## config.mk

```make
export PLATFORM = sky130hd
export DESIGN_NAME = pcm_requantize_clip_pack_top
export DESIGN_NICKNAME = d
export VERILOG_FILES = /design/src/rtl/core/rqcp_pkg.sv /design/src/rtl/core/rqcp_pack.sv /design/src/rtl/core/rqcp_quant.sv /design/src/rtl/core/pcm_requantize_clip_pack_top.sv
export SDC_FILE = /design/constraint.sdc
export NUM_CORES = 1
export LEC_CHECK = 0
export BUFFER_PORTS_ARGS = -buffer_cell sky130_fd_sc_hd__buf_2
export CORE_MARGIN = 4
export CORE_UTILIZATION = 37
export CTS_CLUSTER_DIAMETER = 150
export DETAILED_ROUTE_END_ITERATION = 8
export PLACE_DENSITY = 0.51
export SLEW_MARGIN = 20
export SYNTH_ARGS = -nofsm -noshare
export SYNTH_HDL_FRONTEND = slang
export SYNTH_SLANG_ARGS = --single-unit
```

## constraint.sdc

```tcl
create_clock -name i_clk -period 13.2 [get_ports i_clk]
set_input_delay 1.32 -clock i_clk [delete_from_list [all_inputs] [get_ports i_clk]]
set_output_delay 1.32 -clock i_clk [all_outputs]
set_load 0.005 [all_outputs]
```

## src/rtl/core/rqcp_pkg.sv

```systemverilog
// Shared types and codes for the PCM requantize, clip and pack block.
// No dependencies.
package rqcp_pkg;

    localparam int SAMPLE_W = 32;
    localparam int CODE_W   = 24;
    localparam int PEAK_W   = 29;
    localparam int CFG_W    = 3;
    localparam int CFG_IDX_W = 1;

    localparam logic [CFG_IDX_W-1:0] CFG_QUANT_MODE = 1'd0;
    localparam logic [CFG_IDX_W-1:0] CFG_OUT_FORMAT = 1'd1;

    localparam logic       QUANT_ROUND  = 1'b0;
    localparam logic [2:0] FMT_RESET    = 3'd1;
    localparam logic [7:0] U8_OFFSET    = 8'h80;

    typedef enum logic [2:0] {
        FMT_U8    = 3'd0,
        FMT_S16LE = 3'd1,
        FMT_S16BE = 3'd2,
        FMT_S24LE = 3'd3,
        FMT_S24BE = 3'd4,
        FMT_S32LE = 3'd5,
        FMT_S32BE = 3'd6
    } t_fmt;

    typedef enum logic [1:0] {
        W8  = 2'd0,
        W16 = 2'd1,
        W24 = 2'd2
    } t_width;

    typedef struct packed {
        logic [PEAK_W-1:0]   peak_level;
        logic [SAMPLE_W-1:0] clip_count;
        logic [SAMPLE_W-1:0] peak_overshoot;
    } t_stats;

    function automatic t_width fmt_width(input logic [2:0] fmt);
        t_width w;
        case (t_fmt'(fmt))
            FMT_U8:                                  w = W8;
            FMT_S16LE, FMT_S16BE:                    w = W16;
            FMT_S24LE, FMT_S24BE, FMT_S32LE, FMT_S32BE: w = W24;
            default:                                 w = W16;
        endcase
        return w;
    endfunction

endpackage

```

## src/rtl/core/rqcp_pack.sv

```systemverilog
// Byte packer: turns a 24-bit sample code into output bytes in write order.
// Depends on rqcp_pkg.
module rqcp_pack (
    input  logic [rqcp_pkg::CODE_W-1:0]   i_code,
    input  logic [2:0]                    i_fmt,
    output logic [rqcp_pkg::SAMPLE_W-1:0] o_packed,
    output logic [2:0]                    o_count
);

    logic [7:0] b0, b1, b2;

    assign b0 = i_code[7:0];
    assign b1 = i_code[15:8];
    assign b2 = i_code[23:16];

    always_comb begin
        case (rqcp_pkg::t_fmt'(i_fmt))
            rqcp_pkg::FMT_U8: begin
                o_packed = {24'd0, b0 ^ rqcp_pkg::U8_OFFSET};
                o_count  = 3'd1;
            end
            rqcp_pkg::FMT_S16LE: begin
                o_packed = {16'd0, b1, b0};
                o_count  = 3'd2;
            end
            rqcp_pkg::FMT_S16BE: begin
                o_packed = {16'd0, b0, b1};
                o_count  = 3'd2;
            end
            rqcp_pkg::FMT_S24LE: begin
                o_packed = {8'd0, b2, b1, b0};
                o_count  = 3'd3;
            end
            rqcp_pkg::FMT_S24BE: begin
                o_packed = {8'd0, b0, b1, b2};
                o_count  = 3'd3;
            end
            rqcp_pkg::FMT_S32LE: begin
                o_packed = {b2, b1, b0, 8'd0};
                o_count  = 3'd4;
            end
            rqcp_pkg::FMT_S32BE: begin
                o_packed = {8'd0, b0, b1, b2};
                o_count  = 3'd4;
            end
            default: begin
                o_packed = {16'd0, b1, b0};
                o_count  = 3'd2;
            end
        endcase
    end

endmodule

```

## src/rtl/core/rqcp_quant.sv

```systemverilog
// Requantizer with clipping, level statistics and per-channel error feedback.
// Holds the statistics and error registers. Depends on rqcp_pkg.
module rqcp_quant #(
    parameter int FRAC_BITS = 28
) (
    input  logic                          i_clk,
    input  logic                          i_rst_n,
    input  logic                          i_en,
    input  logic                          i_quant_mode,
    input  rqcp_pkg::t_width              i_width,
    input  logic [rqcp_pkg::SAMPLE_W-1:0] i_sample,
    input  logic                          i_channel,
    output logic [rqcp_pkg::CODE_W-1:0]   o_code,
    output rqcp_pkg::t_stats              o_stats
);

    localparam int PW = FRAC_BITS + 1;
    localparam int SH8  = FRAC_BITS + 1 - 8;
    localparam int SH16 = FRAC_BITS + 1 - 16;
    localparam int SH24 = FRAC_BITS + 1 - 24;
    localparam logic [31:0] RND8  = 32'd1 << (FRAC_BITS - 8);
    localparam logic [31:0] RND16 = 32'd1 << (FRAC_BITS - 16);
    localparam logic [31:0] RND24 = 32'd1 << (FRAC_BITS - 24);
    localparam logic signed [32:0] ONE_S = signed'(33'd1 << FRAC_BITS);

    logic [PW-1:0] r_peak, n_peak;
    logic [31:0]   r_clip, n_clip;
    logic [31:0]   r_over, n_over;
    logic [31:0]   r_err [2];

    logic [31:0] err, addend, v, mag, lim, mask, qu, err_next, over, peak_ext;
    logic signed [32:0] v_s, peak_s, q_s, over_s;
    logic signed [31:0] code_full;
    logic ge_peak, lt_neg, hi, lo, clip, may_record;

    assign err = r_err[i_channel];
    assign mag = err[31] ? (32'd0 - err) : err;

    always_comb begin
        case (i_width)
            rqcp_pkg::W8: begin
                addend = RND8;
                lim    = 32'd1 << 7;
                mask   = (32'd1 << SH8) - 32'd1;
            end
            rqcp_pkg::W24: begin
                addend = RND24;
                lim    = 32'd1 << 23;
                mask   = (32'd1 << SH24) - 32'd1;
            end
            default: begin
                addend = RND16;
                lim    = 32'd1 << 15;
                mask   = (32'd1 << SH16) - 32'd1;
            end
        endcase
    end

    assign v          = i_sample + ((i_quant_mode == rqcp_pkg::QUANT_ROUND) ? addend : err);
    assign may_record = (i_quant_mode == rqcp_pkg::QUANT_ROUND) || (mag < lim);

    assign v_s    = signed'({v[31], v});
    assign peak_s = signed'(33'(r_peak));
    assign ge_peak = v_s >= peak_s;
    assign lt_neg  = v_s < -peak_s;
    assign hi      = v_s >= ONE_S;
    assign lo      = v_s < -ONE_S;

    always_comb begin
        q_s    = v_s;
        clip   = 1'b0;
        n_peak = r_peak;
        if (ge_peak) begin
            if (hi) begin
                clip = 1'b1;
                q_s  = ONE_S - 33'sd1;
            end
            n_peak = q_s[PW-1:0];
        end else if (lt_neg) begin
            if (lo) begin
                clip = 1'b1;
                q_s  = -ONE_S;
            end
            n_peak = PW'(-q_s);
        end
    end

    assign over_s = hi ? (v_s - (ONE_S - 33'sd1)) : (-ONE_S - v_s);
    assign over   = over_s[31:0];
    assign n_clip = r_clip + 32'(clip);
    assign n_over = (clip && may_record && (over > r_over)) ? over : r_over;

    // low bits cleared; in round mode the shift drops them anyway
    assign qu       = q_s[31:0] & ~mask;
    assign err_next = v - qu;

    always_comb begin
        case (i_width)
            rqcp_pkg::W8:  code_full = signed'(qu) >>> SH8;
            rqcp_pkg::W24: code_full = signed'(qu) >>> SH24;
            default:       code_full = signed'(qu) >>> SH16;
        endcase
    end

    assign o_code   = code_full[rqcp_pkg::CODE_W-1:0];
    assign peak_ext = 32'(n_peak);

    assign o_stats.peak_level     = peak_ext[rqcp_pkg::PEAK_W-1:0];
    assign o_stats.clip_count     = n_clip;
    assign o_stats.peak_overshoot = n_over;

    always_ff @(posedge i_clk) begin
        if (!i_rst_n) begin
            r_peak   <= '0;
            r_clip   <= '0;
            r_over   <= '0;
            r_err[0] <= '0;
            r_err[1] <= '0;
        end else if (i_en) begin
            r_peak <= n_peak;
            r_clip <= n_clip;
            r_over <= n_over;
            if (i_quant_mode != rqcp_pkg::QUANT_ROUND) begin
                r_err[i_channel] <= err_next;
            end
        end
    end

endmodule

```

## src/rtl/core/pcm_requantize_clip_pack_top.sv

```systemverilog
// PCM requantize, clip and pack: top level with input and result registers.
// Depends on rqcp_pkg, rqcp_quant and rqcp_pack.
//
// Takes one sample request per clock cycle while not stalled and delivers one
// packed result per request, passing through the input register and then the
// result register. The rate is one sample per cycle while the output side is
// ready; each sample reads and writes the peak, clip, overshoot and error
// registers as it moves on. While a finished result waits in the result
// register, the input register can take one more request; after that the
// input stalls until the result is taken. Configuration writes take effect at
// once and are meant for idle periods; register 0 selects rounding or
// error-feedback dither, register 1 the output byte format.
module pcm_requantize_clip_pack_top #(
    parameter int FRAC_BITS = 28
) (
    input  logic                             i_clk,
    input  logic                             i_rst_n,
    input  logic                             i_cfg_we,
    input  logic [rqcp_pkg::CFG_IDX_W-1:0]   i_cfg_index,
    input  logic [rqcp_pkg::CFG_W-1:0]       i_cfg_wdata,
    input  logic                             i_in_valid,
    output logic                             o_in_ready,
    input  logic signed [31:0]               i_sample_value,
    input  logic                             i_channel,
    input  logic                             i_block_end,
    output logic                             o_out_valid,
    input  logic                             i_out_ready,
    output logic [31:0]                      o_packed_bytes,
    output logic [2:0]                       o_byte_count,
    output logic                             o_block_end_out,
    output logic [28:0]                      o_peak_level_out,
    output logic [31:0]                      o_clip_count_out,
    output logic [31:0]                      o_peak_overshoot_out
);

    logic       r_quant_mode;
    logic [2:0] r_out_format;

    logic        r_in_valid;
    logic [31:0] r_sample;
    logic        r_channel;
    logic        r_block_end;

    logic             r_out_valid;
    logic [31:0]      r_packed;
    logic [2:0]       r_count;
    logic             r_block_end_out;
    rqcp_pkg::t_stats r_stats;

    logic                           advance;
    logic [rqcp_pkg::CODE_W-1:0]    code;
    logic [31:0]                    packed_bytes;
    logic [2:0]                     byte_count;
    rqcp_pkg::t_stats               stats;

    assign advance    = r_in_valid && (!r_out_valid || i_out_ready);
    assign o_in_ready = !r_in_valid || advance;

    always_ff @(posedge i_clk) begin
        if (!i_rst_n) begin
            r_quant_mode <= rqcp_pkg::QUANT_ROUND;
            r_out_format <= rqcp_pkg::FMT_RESET;
        end else if (i_cfg_we) begin
            case (i_cfg_index)
                rqcp_pkg::CFG_QUANT_MODE: r_quant_mode <= i_cfg_wdata[0];
                rqcp_pkg::CFG_OUT_FORMAT: r_out_format <= i_cfg_wdata;
                default: ;
            endcase
        end
    end

    always_ff @(posedge i_clk) begin
        if (!i_rst_n) begin
            r_in_valid <= 1'b0;
        end else if (o_in_ready) begin
            r_in_valid <= i_in_valid;
        end
    end

    always_ff @(posedge i_clk) begin
        if (i_in_valid && o_in_ready) begin
            r_sample    <= i_sample_value;
            r_channel   <= i_channel;
            r_block_end <= i_block_end;
        end
    end

    rqcp_quant #(
        .FRAC_BITS (FRAC_BITS)
    ) u_quant (
        .i_clk        (i_clk),
        .i_rst_n      (i_rst_n),
        .i_en         (advance),
        .i_quant_mode (r_quant_mode),
        .i_width      (rqcp_pkg::fmt_width(r_out_format)),
        .i_sample     (r_sample),
        .i_channel    (r_channel),
        .o_code       (code),
        .o_stats      (stats)
    );

    rqcp_pack u_pack (
        .i_code   (code),
        .i_fmt    (r_out_format),
        .o_packed (packed_bytes),
        .o_count  (byte_count)
    );

    always_ff @(posedge i_clk) begin
        if (!i_rst_n) begin
            r_out_valid <= 1'b0;
        end else if (advance) begin
            r_out_valid <= 1'b1;
        end else if (i_out_ready) begin
            r_out_valid <= 1'b0;
        end
    end

    always_ff @(posedge i_clk) begin
        if (advance) begin
            r_packed        <= packed_bytes;
            r_count         <= byte_count;
            r_block_end_out <= r_block_end;
            r_stats         <= stats;
        end
    end

    assign o_out_valid          = r_out_valid;
    assign o_packed_bytes       = r_packed;
    assign o_byte_count         = r_count;
    assign o_block_end_out      = r_block_end_out;
    assign o_peak_level_out     = r_stats.peak_level;
    assign o_clip_count_out     = r_stats.clip_count;
    assign o_peak_overshoot_out = r_stats.peak_overshoot;

endmodule

```

==> reports/results.txt <==
Of all nets on the critical path, the largest fanout is 23. The post-place setup slack is 0.959 ns, and the largest vdd supply drop is 0.0882 mV. The required time reported for the critical path endpoint came out at 13.51 ns. By area the synthesized netlist is led by sky130_fd_sc_hd__edfxtp_1 (30%), sky130_fd_sc_hd__dfxtp_1 (8.8%), sky130_fd_sc_hd__ha_1 (7.7%). The routed layout has 20362 vias. The HPWL after detailed placement is 60700 um. Between clock sinks in the finished design, the worst skew comes to 0.0215 ns.

The count of max-cap constraint violations is 0, and the combined global-route utilization of all metal layers is 23.9%. The initial cell density of the core was 37.4%; the clock buffer count from CTS was 40. For the final max-slew violation count, the log shows 0. The most common flop cell mapped by yosys is sky130_fd_sc_hd__edfxtp_1.

Data arrival at the endpoint of the critical path: 12.21 ns. After routing, the total negative slack on setup checks comes to 0 ns. Summing the areas of all xor and xnor instances in the mapped netlist gives 6.58% of the synthesized area. The run gives 0 as the post-detailed-route count of antenna-violating nets.

The tools report the relative max-transition margin as 38.1%. Counting every instance in the synthesized netlist gives 2541. TritonCTS built the clock tree. The met1 layer usage reported by global route is 32.8%, and the cell area after synthesis is 22600 um2. The number of unique standard cell types used by synthesis is 104, and the final number of hold-violating endpoints is 0. At the pin with the least slew margin, the transition time is 0.921 ns. Setup violations remaining at the end of the flow were counted as 0. The post-synthesis cell type with the largest combined area was sky130_fd_sc_hd__edfxtp_1. In this run switching power makes up 36.8% of total power. The share of the yosys chip area belonging to registers is 39.0%, and the largest net degree at the start of global routing is 67. Summing all non-filler instances in the final layout gives an area of 25700 um2. After synthesis, the share of cell area in mux cells is 3.53%. The number of hold buffers added after cts was 0. The clock root buffer is sky130_fd_sc_hd__clkbuf_16. Global routing consumed, on the met2 layer, 39.0% of the routing resources. The fraction of the mapped netlist area in compound gates came out at 19.4%.

STA classifies the critical path endpoint as a flop. For this run, the top clock speed supported by timing is 84.0 MHz. In this run the most used layer during global routing was met2.

STA classifies the critical path startpoint as a flop. The logs give 90 for the row count and 5980 for the number of filler cells placed in the layout. By area, the combinational part of the netlist is dominated by compound AO/OA/AOI/OAI gates. The largest single stage delay on the critical path is 0.65 ns.

The simple-gate share of the synthesized area was 18.9%; the area of the core was 60500 um2. The clock passes through at most 3 buffers. Setup repair after global routing left no endpoint under its margin. The tools report the switching power as 1.33 mW. The part of the power in combinational logic came out at 36.0%. The synthesized flop and latch total is 327, and the shortest clock period the worst path allows after layout is 11.91 ns. The die is 255 um wide. After the first detailed-routing iteration, the DRC count stood at 2009. The count of input and output buffers came out at 173.

The vertical die dimension came out at 255 um. The share of async-settable or async-resettable flops after synthesis was 0%; the number of nets produced by synthesis was 2726. The share of post-route cells with drive strength above 1 came out at 14.4%. Category of the critical setup timing path: reg2reg. The first global-routing pass estimated 123000 um of wire.

A synthesized cell averages 8.91 um2. The floorplan step defined a die boundary enclosing 65200 um2. The flow ran to the end, and the final reports show no timing, DRC or antenna violations. The tools report the number of antenna violations at the first check in global routing as 1. Dividing the final minimum period by the clock period gives 90.2%. For this run, the number of Yosys warnings is 0. For this design the ratio of total power to cell area is 141 nW/um2.

The leakage power summed over all cells is 9.96 nW. The cell at the slowest stage of the critical path is sky130_fd_sc_hd__xor2_1. The detailed-route wire length per cell was 23.2 um; the number of global-route vias before repair was 19554. The repair_antennas step left the layout with diodes totalling 0.

Cell internal power was estimated by the tool at 2.29 mW. Buffers added to address setup during post-CTS repair amount to 0. The synthesized netlist devotes 8.19% of its cell area to adder and majority cells. The net count of the finished layout is 2861. For this run, design rule violations remaining after detail routing come to 0. For this block, the routed nets add up to 81100 um of wire. After detailed routing, the number of vias per cell comes to 5.83. Registers are responsible for 33.9% of the overall power. The clock tree synthesis step divided the H-tree into 2 levels. Once routing completed, OpenROAD measured the worst setup slack at 1.29 ns.

In this run, synthesis inferred 227 flip-flops with an integrated enable. The area growth from synthesis to layout is 13.6%. For the worst-skew pair, the clock arrives at the later sink with an insertion delay of 0.57 ns.

The total overflow left after global routing is 0. Final hold analysis gives a worst-case slack of 0.428 ns. For the total power, the log shows 3.63 mW.

Area share of the leading cell type in the synthesized netlist: 30.1%. In the global route stage, met3 resource usage came out at 4.30%. During I/O placement, the number of pins put on the boundary was 174. The global placer's final weighted congestion is 0.943, and the post-CTS clock slew at the launch and capture registers of the worst setup and hold paths is 0.06 ns. Number of sinks handled by clock tree synthesis: 327. The number of detailed-routing iterations run before antenna repair was 7. The class of the worst hold path was reg2reg. In this run, post-CTS repair resized a total of 0 instances. After detailed placement, the total cell area comes to 24400 um2. The clock network fraction of total power came out at 30.2%.
[Yosys cell counts (all sizes together) (12+ instances only)]
library cell / number
nor2: 269
o211ai: 18
o22ai: 18
clkbuf: 95
nand2: 239
a21o: 40
and3: 19
xnor2: 111
dfxtp: 100
nand3: 72
buf: 39
and2: 25
nor4: 24
mux2i: 55
ha: 140
or2: 16
nand2b: 23
o21a: 20
or4: 12
inv: 114
edfxtp: 227
nor2b: 42
o21ai: 150
a31oi: 36
a211oi: 32
a21oi: 201
o31ai: 13
xor2: 54
nand4: 38
mux2: 22
nor3: 75
or3: 24
[final timing paths]
| kind | from | to | slack (ns) | cells after the start |
|---|---|---|---|---|
| worst max-delay path | r_out_format[0] | u_quant.r_err[0][27] | 1.29 | 42 |
| worst min-delay path | r_block_end | o_block_end_out | 0.43 | 0 |
| worst max register to register | r_out_format[0] | u_quant.r_err[0][27] | 1.29 | 42 |
| worst min register to register | r_block_end | o_block_end_out | 0.43 | 0 |
[sequential cells by signal, indices dropped and copies added, names as in the netlist, 3 cells and up, named ones only]
| register | flops |
|---|---|
| u_quant.r_err | 64 |
| o_clip_count_out | 32 |
| o_packed_bytes | 32 |
| o_peak_overshoot_out | 32 |
| r_sample | 32 |
| u_quant.r_clip | 32 |
| u_quant.r_over | 32 |
| o_peak_level_out | 29 |
| u_quant.r_peak | 29 |
| o_byte_count | 3 |
| r_out_format | 3 |
[metal layers]
metal	part of all wire, %	vias up
met2	46	762
met3	6.7	120
met5	0	-
met1	45	9908
li1	-	9572
met4	2.9	0
[per-stage QoR]
stage / util (%) / instances
after floorplan: - / 2541
after global placement: 40.3 / 3416
after detailed placement: 40.3 / 3416
after CTS: 42.5 / 3490
after global routing: 42.5 / 3490
final: 42.5 / 3490
[cell type report]
cell class              count  area [um2]  area share, %
repair buffers            227        1270           4.94
flip-flops and latches    327        8820           34.3
clock inverters            16         131          0.511
well taps                 782         978           3.80
clock buffers              58        1190           4.64
multi-input cells        1961       12900           50.0
inverters                 119         457           1.78
[cells by family after synthesis]
logic type | after synthesis
compound gates | 671
buf+inv | 253
mux | 77
xor+xnor | 166
simple gates | 899
fa+ha+maj | 148
flops | 327
[critical path: cells and delay by family (launching register included)]
kind / cells / cell delay, ns
compound gates: 20 / 4.84
xor+xnor: 1 / 0.65
fa+ha+maj: 6 / 2.08
buf+inv: 5 / 1.31
flops: 1 / 0.47
mux: 2 / 0.72
simple gates: 8 / 1.56
[layout by cell type, fill, tap and decap left out, types with 14 or more instances in the layout]
cell	count
sky130_fd_sc_hd__a211oi_1	21
sky130_fd_sc_hd__xor2_1	53
sky130_fd_sc_hd__a21oi_1	198
sky130_fd_sc_hd__and3_1	19
sky130_fd_sc_hd__nor2_1	267
sky130_fd_sc_hd__o22ai_1	17
sky130_fd_sc_hd__mux2i_1	55
sky130_fd_sc_hd__a21o_1	40
sky130_fd_sc_hd__o21a_1	20
sky130_fd_sc_hd__edfxtp_1	227
sky130_fd_sc_hd__nand2_1	236
sky130_fd_sc_hd__dfxtp_1	98
sky130_fd_sc_hd__nand3_1	71
sky130_fd_sc_hd__ha_1	140
sky130_fd_sc_hd__o21ai_0	135
sky130_fd_sc_hd__a31oi_1	36
sky130_fd_sc_hd__and2_1	24
sky130_fd_sc_hd__nor4_1	21
sky130_fd_sc_hd__nor2b_1	42
sky130_fd_sc_hd__inv_1	105
sky130_fd_sc_hd__o211ai_1	18
sky130_fd_sc_hd__mux2_2	22
sky130_fd_sc_hd__or2_2	14
sky130_fd_sc_hd__nand4_1	38
sky130_fd_sc_hd__clkbuf_16	44
sky130_fd_sc_hd__buf_2	173
sky130_fd_sc_hd__buf_4	54
sky130_fd_sc_hd__xnor2_1	108
sky130_fd_sc_hd__nand2b_1	21
sky130_fd_sc_hd__or3_1	23
sky130_fd_sc_hd__nor3_1	73
[power groups by stage]
stage / Combinational, mW / Clock [mW] / Sequential, mW
floorplan: 0.847 / 0 / 1.24
global placement: 1.29 / 0 / 1.25
detailed placement: 1.29 / 0 / 1.25
CTS: 1.30 / 1.13 / 1.23
global route: 1.42 / 1.17 / 1.24
finish: 1.30 / 1.09 / 1.23
No activity file was read; power rests on OpenSTA's default activity.
